<file path="config.mk">
export PLATFORM = sky130hd
export DESIGN_NAME = irdf_ctrl
export DESIGN_NICKNAME = d
export VERILOG_FILES = /design/src/design/irdf_pkg.sv /design/src/design/irdf_ctrl.sv
export SDC_FILE = /design/constraint.sdc
export NUM_CORES = 1
export LEC_CHECK = 0
export BUFFER_PORTS_ARGS = -buffer_cell sky130_fd_sc_hd__buf_4
export CAP_MARGIN = 20
export CORE_MARGIN = 2
export CORE_UTILIZATION = 50
export CTS_BUF_LIST = sky130_fd_sc_hd__clkbuf_16
export DETAILED_ROUTE_END_ITERATION = 6
export PLACE_DENSITY_LB_ADDON = 0.1
export SLEW_MARGIN = 20
export SYNTH_ARGS = -nofsm -noshare
export SYNTH_HDL_FRONTEND = slang
export SYNTH_SLANG_ARGS = --single-unit
export TNS_END_PERCENT = 1
</file>
<file path="constraint.sdc">
create_clock -name clk -period 3.6 [get_ports clk]
set_input_delay 0.54 -clock clk [delete_from_list [all_inputs] [get_ports clk]]
set_output_delay 0.54 -clock clk [all_outputs]
set_load 0.01 [all_outputs]
</file>
<file path="src/design/irdf_pkg.sv">
// IR ring direction finder: shared constants, types, CORDIC tables and helpers.
// No dependencies; every other design file uses this package.
`default_nettype none

package irdf_pkg;

  localparam int SENSORS_MAX    = 16;
  localparam int SENSORS_DEF    = 16;
  localparam int PULSE_STEP_DEF = 1;
  localparam int WIDTH_BITS_DEF = 16;

  localparam int LEVEL_W   = 16;
  localparam int ACTIVE_W  = 5;
  localparam int IDX_W     = 4;
  localparam int MAXW_W    = 16;
  localparam int VEC_W     = 21;
  localparam int MAG_W     = 21;
  localparam int ANGLE_W   = 15;
  localparam int WINDOW_W  = 16;
  localparam int CFG_ADDR_W = 3;
  localparam int CFG_DATA_W = 32;
  localparam logic [WINDOW_W-1:0] WINDOW_RESET = 16'd1000;
  localparam logic REG_WINDOW = 1'b0;

  localparam int UNIT_W  = 16;
  localparam int STEPS   = 20;
  localparam int STEP_W  = 5;
  localparam int SQ_W    = 42;
  localparam int SQ_STEPS = SQ_W / 2;
  localparam int ROT_W   = 34;
  localparam int Z_W     = 26;

  localparam longint DEG90    = 64'sd5898240;
  localparam longint DEG180   = 64'sd11796480;
  localparam longint DEG270   = 64'sd17694720;
  localparam longint DEG360   = 64'sd23592960;
  localparam longint INV_GAIN = 64'sd652032874;
  localparam int VEC_MAX   = 1048575;
  localparam int MAG_MAX   = 2097151;
  localparam int ANGLE_MAX = 11520;

  localparam int ATN [STEPS] = '{
    2949120, 1740967, 919879, 466945, 234379, 117306, 58666, 29335,
    14668, 7334, 3667, 1833, 917, 458, 229, 115, 57, 29, 14, 7
  };

  typedef struct packed {
    logic signed [UNIT_W-1:0] x;
    logic signed [UNIT_W-1:0] y;
  } unit_t;

  typedef struct packed {
    logic              accum;
    logic              scan;
    logic [IDX_W-1:0]  idx;
    logic              round;
    logic              square;
    logic              iter_init;
    logic              iter_step;
    logic              rot_step;
    logic [STEP_W-1:0] step;
    logic              load;
  } cmd_t;

  function automatic longint shr_tz_l(longint v, int k);
    if (v < 0) return -((-v) >>> k);
    return v >>> k;
  endfunction

  function automatic longint shr_rnd_l(longint v, int k);
    longint m;
    m = (v < 0) ? -v : v;
    m = (m + (64'sd1 <<< (k - 1))) >>> k;
    return (v < 0) ? -m : m;
  endfunction

  // elaboration-time unit vector of one sensor angle (2^-16 degree units)
  function automatic unit_t unit_vec(longint ang);
    longint a, c, s, z, nc, ns;
    logic   flip;
    unit_t  u;
    a = ang;
    c = INV_GAIN;
    s = 0;
    flip = 1'b0;
    if (a > DEG270) begin
      a = a - DEG360;
    end else if (a > DEG90) begin
      a = a - DEG180;
      flip = 1'b1;
    end
    z = a;
    for (int k = 0; k < STEPS; k++) begin
      if (z >= 0) begin
        nc = c - shr_tz_l(s, k);
        ns = s + shr_tz_l(c, k);
        z  = z - longint'(ATN[k]);
      end else begin
        nc = c + shr_tz_l(s, k);
        ns = s - shr_tz_l(c, k);
        z  = z + longint'(ATN[k]);
      end
      c = nc;
      s = ns;
    end
    if (flip) begin
      c = -c;
      s = -s;
    end
    u.x = UNIT_W'(shr_rnd_l(s, 16));
    u.y = UNIT_W'(shr_rnd_l(c, 16));
    return u;
  endfunction

  // arithmetic shift that truncates toward zero
  function automatic logic signed [ROT_W-1:0] shr_tz(logic signed [ROT_W-1:0] v,
                                                     logic [STEP_W-1:0] k);
    logic [ROT_W-1:0] m;
    m = v[ROT_W-1] ? ROT_W'(-v) : v;
    m = m >> k;
    return v[ROT_W-1] ? -$signed(m) : $signed(m);
  endfunction

endpackage

`default_nettype wire

</file>
<file path="src/design/irdf_ctrl.sv">
// Controller: tick counting, window end detection and the post-window sequence.
// Issues irdf_pkg::cmd_t to irdf_dp and owns the handshake valid/ready flags.
`default_nettype none

module irdf_ctrl #(
  parameter int SENSORS = irdf_pkg::SENSORS_DEF
) (
  input  wire logic                            clk,
  input  wire logic                            rst_n,
  input  wire logic                            in_valid,
  output logic                                 in_ready,
  output logic                                 out_valid,
  input  wire logic                            out_ready,
  input  wire logic [irdf_pkg::WINDOW_W-1:0]   limit,
  output irdf_pkg::cmd_t                       cmd
);

  typedef enum logic [2:0] {
    S_IDLE, S_SCAN, S_DRAIN, S_ROUND, S_SQUARE, S_INIT, S_ITER, S_FINISH
  } state_t;

  localparam logic [irdf_pkg::IDX_W-1:0]  LAST_IDX  = irdf_pkg::IDX_W'(SENSORS - 1);
  localparam logic [irdf_pkg::STEP_W-1:0] LAST_STEP = irdf_pkg::STEP_W'(irdf_pkg::SQ_STEPS - 1);
  localparam logic [irdf_pkg::STEP_W-1:0] ROT_STEPS = irdf_pkg::STEP_W'(irdf_pkg::STEPS);

  state_t                          state_r;
  logic [irdf_pkg::IDX_W-1:0]      idx_r;
  logic [irdf_pkg::STEP_W-1:0]     step_r;
  logic [irdf_pkg::WINDOW_W-1:0]   tick_r;
  logic                            out_valid_r;
  logic                            accept, load, win_end;
  logic [irdf_pkg::WINDOW_W:0]     tick_inc;

  assign in_ready  = (state_r == S_IDLE);
  assign out_valid = out_valid_r;
  assign accept    = in_valid && in_ready;
  assign load      = (state_r == S_FINISH) && (!out_valid_r || out_ready);
  assign tick_inc  = {1'b0, tick_r} + 1'b1;
  assign win_end   = tick_inc >= {1'b0, limit};

  always_comb begin
    cmd           = '0;
    cmd.accum     = accept;
    cmd.scan      = (state_r == S_SCAN);
    cmd.idx       = idx_r;
    cmd.round     = (state_r == S_ROUND);
    cmd.square    = (state_r == S_SQUARE);
    cmd.iter_init = (state_r == S_INIT);
    cmd.iter_step = (state_r == S_ITER);
    cmd.rot_step  = (state_r == S_ITER) && (step_r < ROT_STEPS);
    cmd.step      = step_r;
    cmd.load      = load;
  end

  always_ff @(posedge clk) begin
    if (!rst_n) begin
      state_r     <= S_IDLE;
      idx_r       <= '0;
      step_r      <= '0;
      tick_r      <= '0;
      out_valid_r <= 1'b0;
    end else begin
      if (load) begin
        out_valid_r <= 1'b1;
      end else if (out_ready) begin
        out_valid_r <= 1'b0;
      end
      unique case (state_r)
        S_IDLE: begin
          if (accept) begin
            if (win_end) begin
              tick_r  <= '0;
              idx_r   <= '0;
              state_r <= S_SCAN;
            end else begin
              tick_r <= tick_inc[irdf_pkg::WINDOW_W-1:0];
            end
          end
        end
        S_SCAN: begin
          if (idx_r == LAST_IDX) begin
            state_r <= S_DRAIN;
          end else begin
            idx_r <= idx_r + 1'b1;
          end
        end
        S_DRAIN:  state_r <= S_ROUND;
        S_ROUND:  state_r <= S_SQUARE;
        S_SQUARE: state_r <= S_INIT;
        S_INIT: begin
          step_r  <= '0;
          state_r <= S_ITER;
        end
        S_ITER: begin
          if (step_r == LAST_STEP) begin
            state_r <= S_FINISH;
          end else begin
            step_r <= step_r + 1'b1;
          end
        end
        S_FINISH: begin
          if (load) state_r <= S_IDLE;
        end
        default: state_r <= S_IDLE;
      endcase
    end
  end

`ifndef SYNTH
  a_iter_ends: assert property (@(posedge clk) disable iff (!rst_n)
    (state_r == S_ITER && step_r == LAST_STEP) |=> state_r == S_FINISH)
    else $error("iteration did not finish");
  a_out_hold: assert property (@(posedge clk) disable iff (!rst_n)
    (out_valid_r && !out_ready) |=> out_valid_r)
    else $error("result dropped while stalled");
  a_no_overwrite: assert property (@(posedge clk) disable iff (!rst_n)
    load |-> (!out_valid_r || out_ready))
    else $error("result overwritten");
  a_scan_range: assert property (@(posedge clk) disable iff (!rst_n)
    (state_r == S_SCAN) |-> idx_r <= LAST_IDX)
    else $error("scan index out of range");
`endif

endmodule

`default_nettype wire

</file>
==> results.ini <==
[clock_network]
cts_buffers = 5
clock_sinks = 29
postCtsSetupBuffers = 0
cts_hold_buf = 0
clkTransAtPathRegs_ps = 50
cts_tree = built
worst_skew_pair.late_latency_ps = 270
cts_buffer_depth = 2
htree_levels = 2
cts_root_buffer = clkbuf_16
ctsResizeCount = 0

[setup_path]
path_cells = ha_2 > nand3_1 > or3_4 > xnor2_1 > ha_1 > nand4_1 > or4_1 > o211a_1 > o311ai_4 > buf_4 > o21bai_1 > a21oi_1
timing_worst_setup_path_type = reg -> reg
crit_path_end_kind = register
worst_path_largest_cell_delay_ps = 560
critPathMaxFanout = 10
r2r_cells = 12
critPathArrivalTime_ps = 3460
critPathSlowestCell = or4_1
startpoint_type = register
required_ps = 3720

[yosys]
synth_top_area_share_pct = 26.2
synth-edff-count = 0
yosysUniqueCellTypes = 58
synth-main-ff-cell = dfxtp_1
ys_ff_latch = 29
synthTopCellsByArea = dfxtp_1, ha_1, nand2_1
synth_nets = 323
synth_top_cell_by_area = dfxtp_1
syn_area_per_cell_um2 = 7.83
synthArstFlopShare_pct = 0
ys_warn_count = 0
synthCells = 283
ys_seq_area_share_pct = 26.2
syn_area_mm2 = 0.00221

[final_layout]
final_area_mm2 = 0.00267
stdcell_count = 370
synthToLayoutAreaGrowth_pct = 20.5
layout-drive-gt1-share_pct = 19.2
layout.cells.most_common = buf_4
antenna_cells = 0
final_cell_mix = buf_4, nand2_1, dfxtp_1
num-nets-final = 357

[sta]
rsz0062_at_grt = false
setup_viol = 0
clock.fmax_mhz = 299
final_hold_viol_count = 0
finalCritPeriodShare_pct = 92.8
fin_skew_ps = 4.15
worst_pin_slew_ps = 762
slew_viol_final = 0
fin_setup_tns_ps = 0
max_slew_margin_pct = 49.2
post-route-min-period_ps = 3340

[place]
port-buffer-count = 38
place_area_mm2 = 0.00251
dp.cells = 362
gp_congestion = 0.840
dpl.hpwl_um = 3620

[hold_path]
hp-class = reg -> reg
holdPathStages = 2

[global_route]
overflow = 0
antenna_found_initial = 0
grt_max_degree = 30
track_usage_pct = 20.5
grt_pass1_wl_um = 8360
grt_pass1_vias = 1828

[status]
status = complete, no violations

[route]
wl_met1_um = 2400
vias = 2015
highest_layer = met4
first_pass_iters = 4
drc = 0
drtIter0Drc = 90
wire_per_inst_um = 13.3
totalWireLength_um = 4910
viasPerCell = 5.45
routed-wl-met3_um = 160
antenna_left = 0
met2_length_um = 2320

[floorplanning]
core_mm2 = 0.00432
num_io_pins = 39
start_util_pct = 51.2
std_cell_rows = 24
die_w_um = 70.6
die-height_um = 70.6
die-area_mm2 = 0.00498

[power_and_ir_drop]
seq_power_share_pct = 40.6
pwr-share-comb_pct = 14.0
ir_worst_vdd_uv = 210
total_power_w = 0.000848
pwr-share-clk_pct = 45.4
netSwitchingFraction_pct = 25.6
power_switching_w = 0.000217
p_leak_nw = 1.20
p_int_w = 0.000630
power_density_mw_per_mm2 = 318

[job]
maxCapViolCount = 0

## cell families (layout without fill, tap and decap cells)
kind of cell | count (synthesis) | count (layout) | synth area share [%]
AO/OA/AOI/OAI | 56 | 56 | 17.3
XOR/XNOR | 17 | 17 | 6.72
adder cells (fa/ha/maj) | 20 | 20 | 11.3
buffers and inverters | 37 | 72 | 7.46
flip-flops | 29 | 29 | 26.2
multiplexers | 1 | 1 | 0.452
AND/OR/NAND/NOR | 123 | 123 | 30.5
## layout make-up
type	instances	area [um2]
fillers	402	1660
well taps	52	65.1
flip-flops and latches	29	582
repair buffers	42	315
clock inverters	3	12.5
inverters	22	82.6
multi-input cells	217	1490
clock buffers	5	125
## path summary, 6_finish.rpt
path,start,to,slack [ps]
max,tick_r[1]$_SDFFE_PN0P_,tick_r[9]$_SDFFE_PN0P_,260
min,tick_r[8]$_SDFFE_PN0P_,tick_r[8]$_SDFFE_PN0P_,490
max reg2reg,tick_r[1]$_SDFFE_PN0P_,tick_r[9]$_SDFFE_PN0P_,260
min reg2reg,tick_r[8]$_SDFFE_PN0P_,tick_r[8]$_SDFFE_PN0P_,490
## through the flow
step	hold WS (ps)	worst slack (ps)	util [%]
after floorplan	462	603	-
after global placement	482	312	58.1
after detailed placement	488	148	58.1
after CTS	493	118	61.3
after global routing	535	98.3	61.7
final	491	259	61.7
## registers in the layout (all words and copies together), names as in the netlist
| register | count |
|---|---|
| idx_r | 4 |
| out_valid | 1 |
| state_r | 3 |
| step_r | 5 |
| tick_r | 16 |
## critical path, delay by kind of cell (launching register included)
kind            cells  cell delay (ps)
fa+ha+maj           2              550
flops               1              380
simple gates        4             1340
compound gates      4              540
xor+xnor            1              140
buf+inv             1              260
## Yosys cell counts (3+ instances only)
cell type	number
a21o_1	8
a21oi_1	21
and2_1	4
buf_2	3
clkbuf_1	7
dfxtp_1	29
ha_1	20
inv_1	21
nand2_1	40
nand2b_1	3
nand3_1	14
nand4_1	6
nor2_1	17
nor2b_1	4
nor3_1	5
nor3b_1	3
o21ai_0	6
or3_1	7
or3b_1	4
xnor2_1	9
xor2_1	8
## power by group through the flow
stage | registers, W | logic, W | clock network [W]
CTS | 0.000343 | 0.000119 | 0.000393
global route | 0.000345 | 0.000133 | 0.000410
finish | 0.000344 | 0.000119 | 0.000385
global placement | 0.000349 | 0.000118 | 0
detailed placement | 0.000350 | 0.000118 | 0
floorplan | 0.000342 | 0.0000822 | 0
## layer usage
metal / GRT usage, % / vias to the layer above
met1: 28.0 / 928
li1: - / 1055
met3: 4.27 / 2
met2: 33.8 / 30
met5: 0 / -
met4: 4.40 / 0
Note: power is estimated with default switching activity, not from simulation.
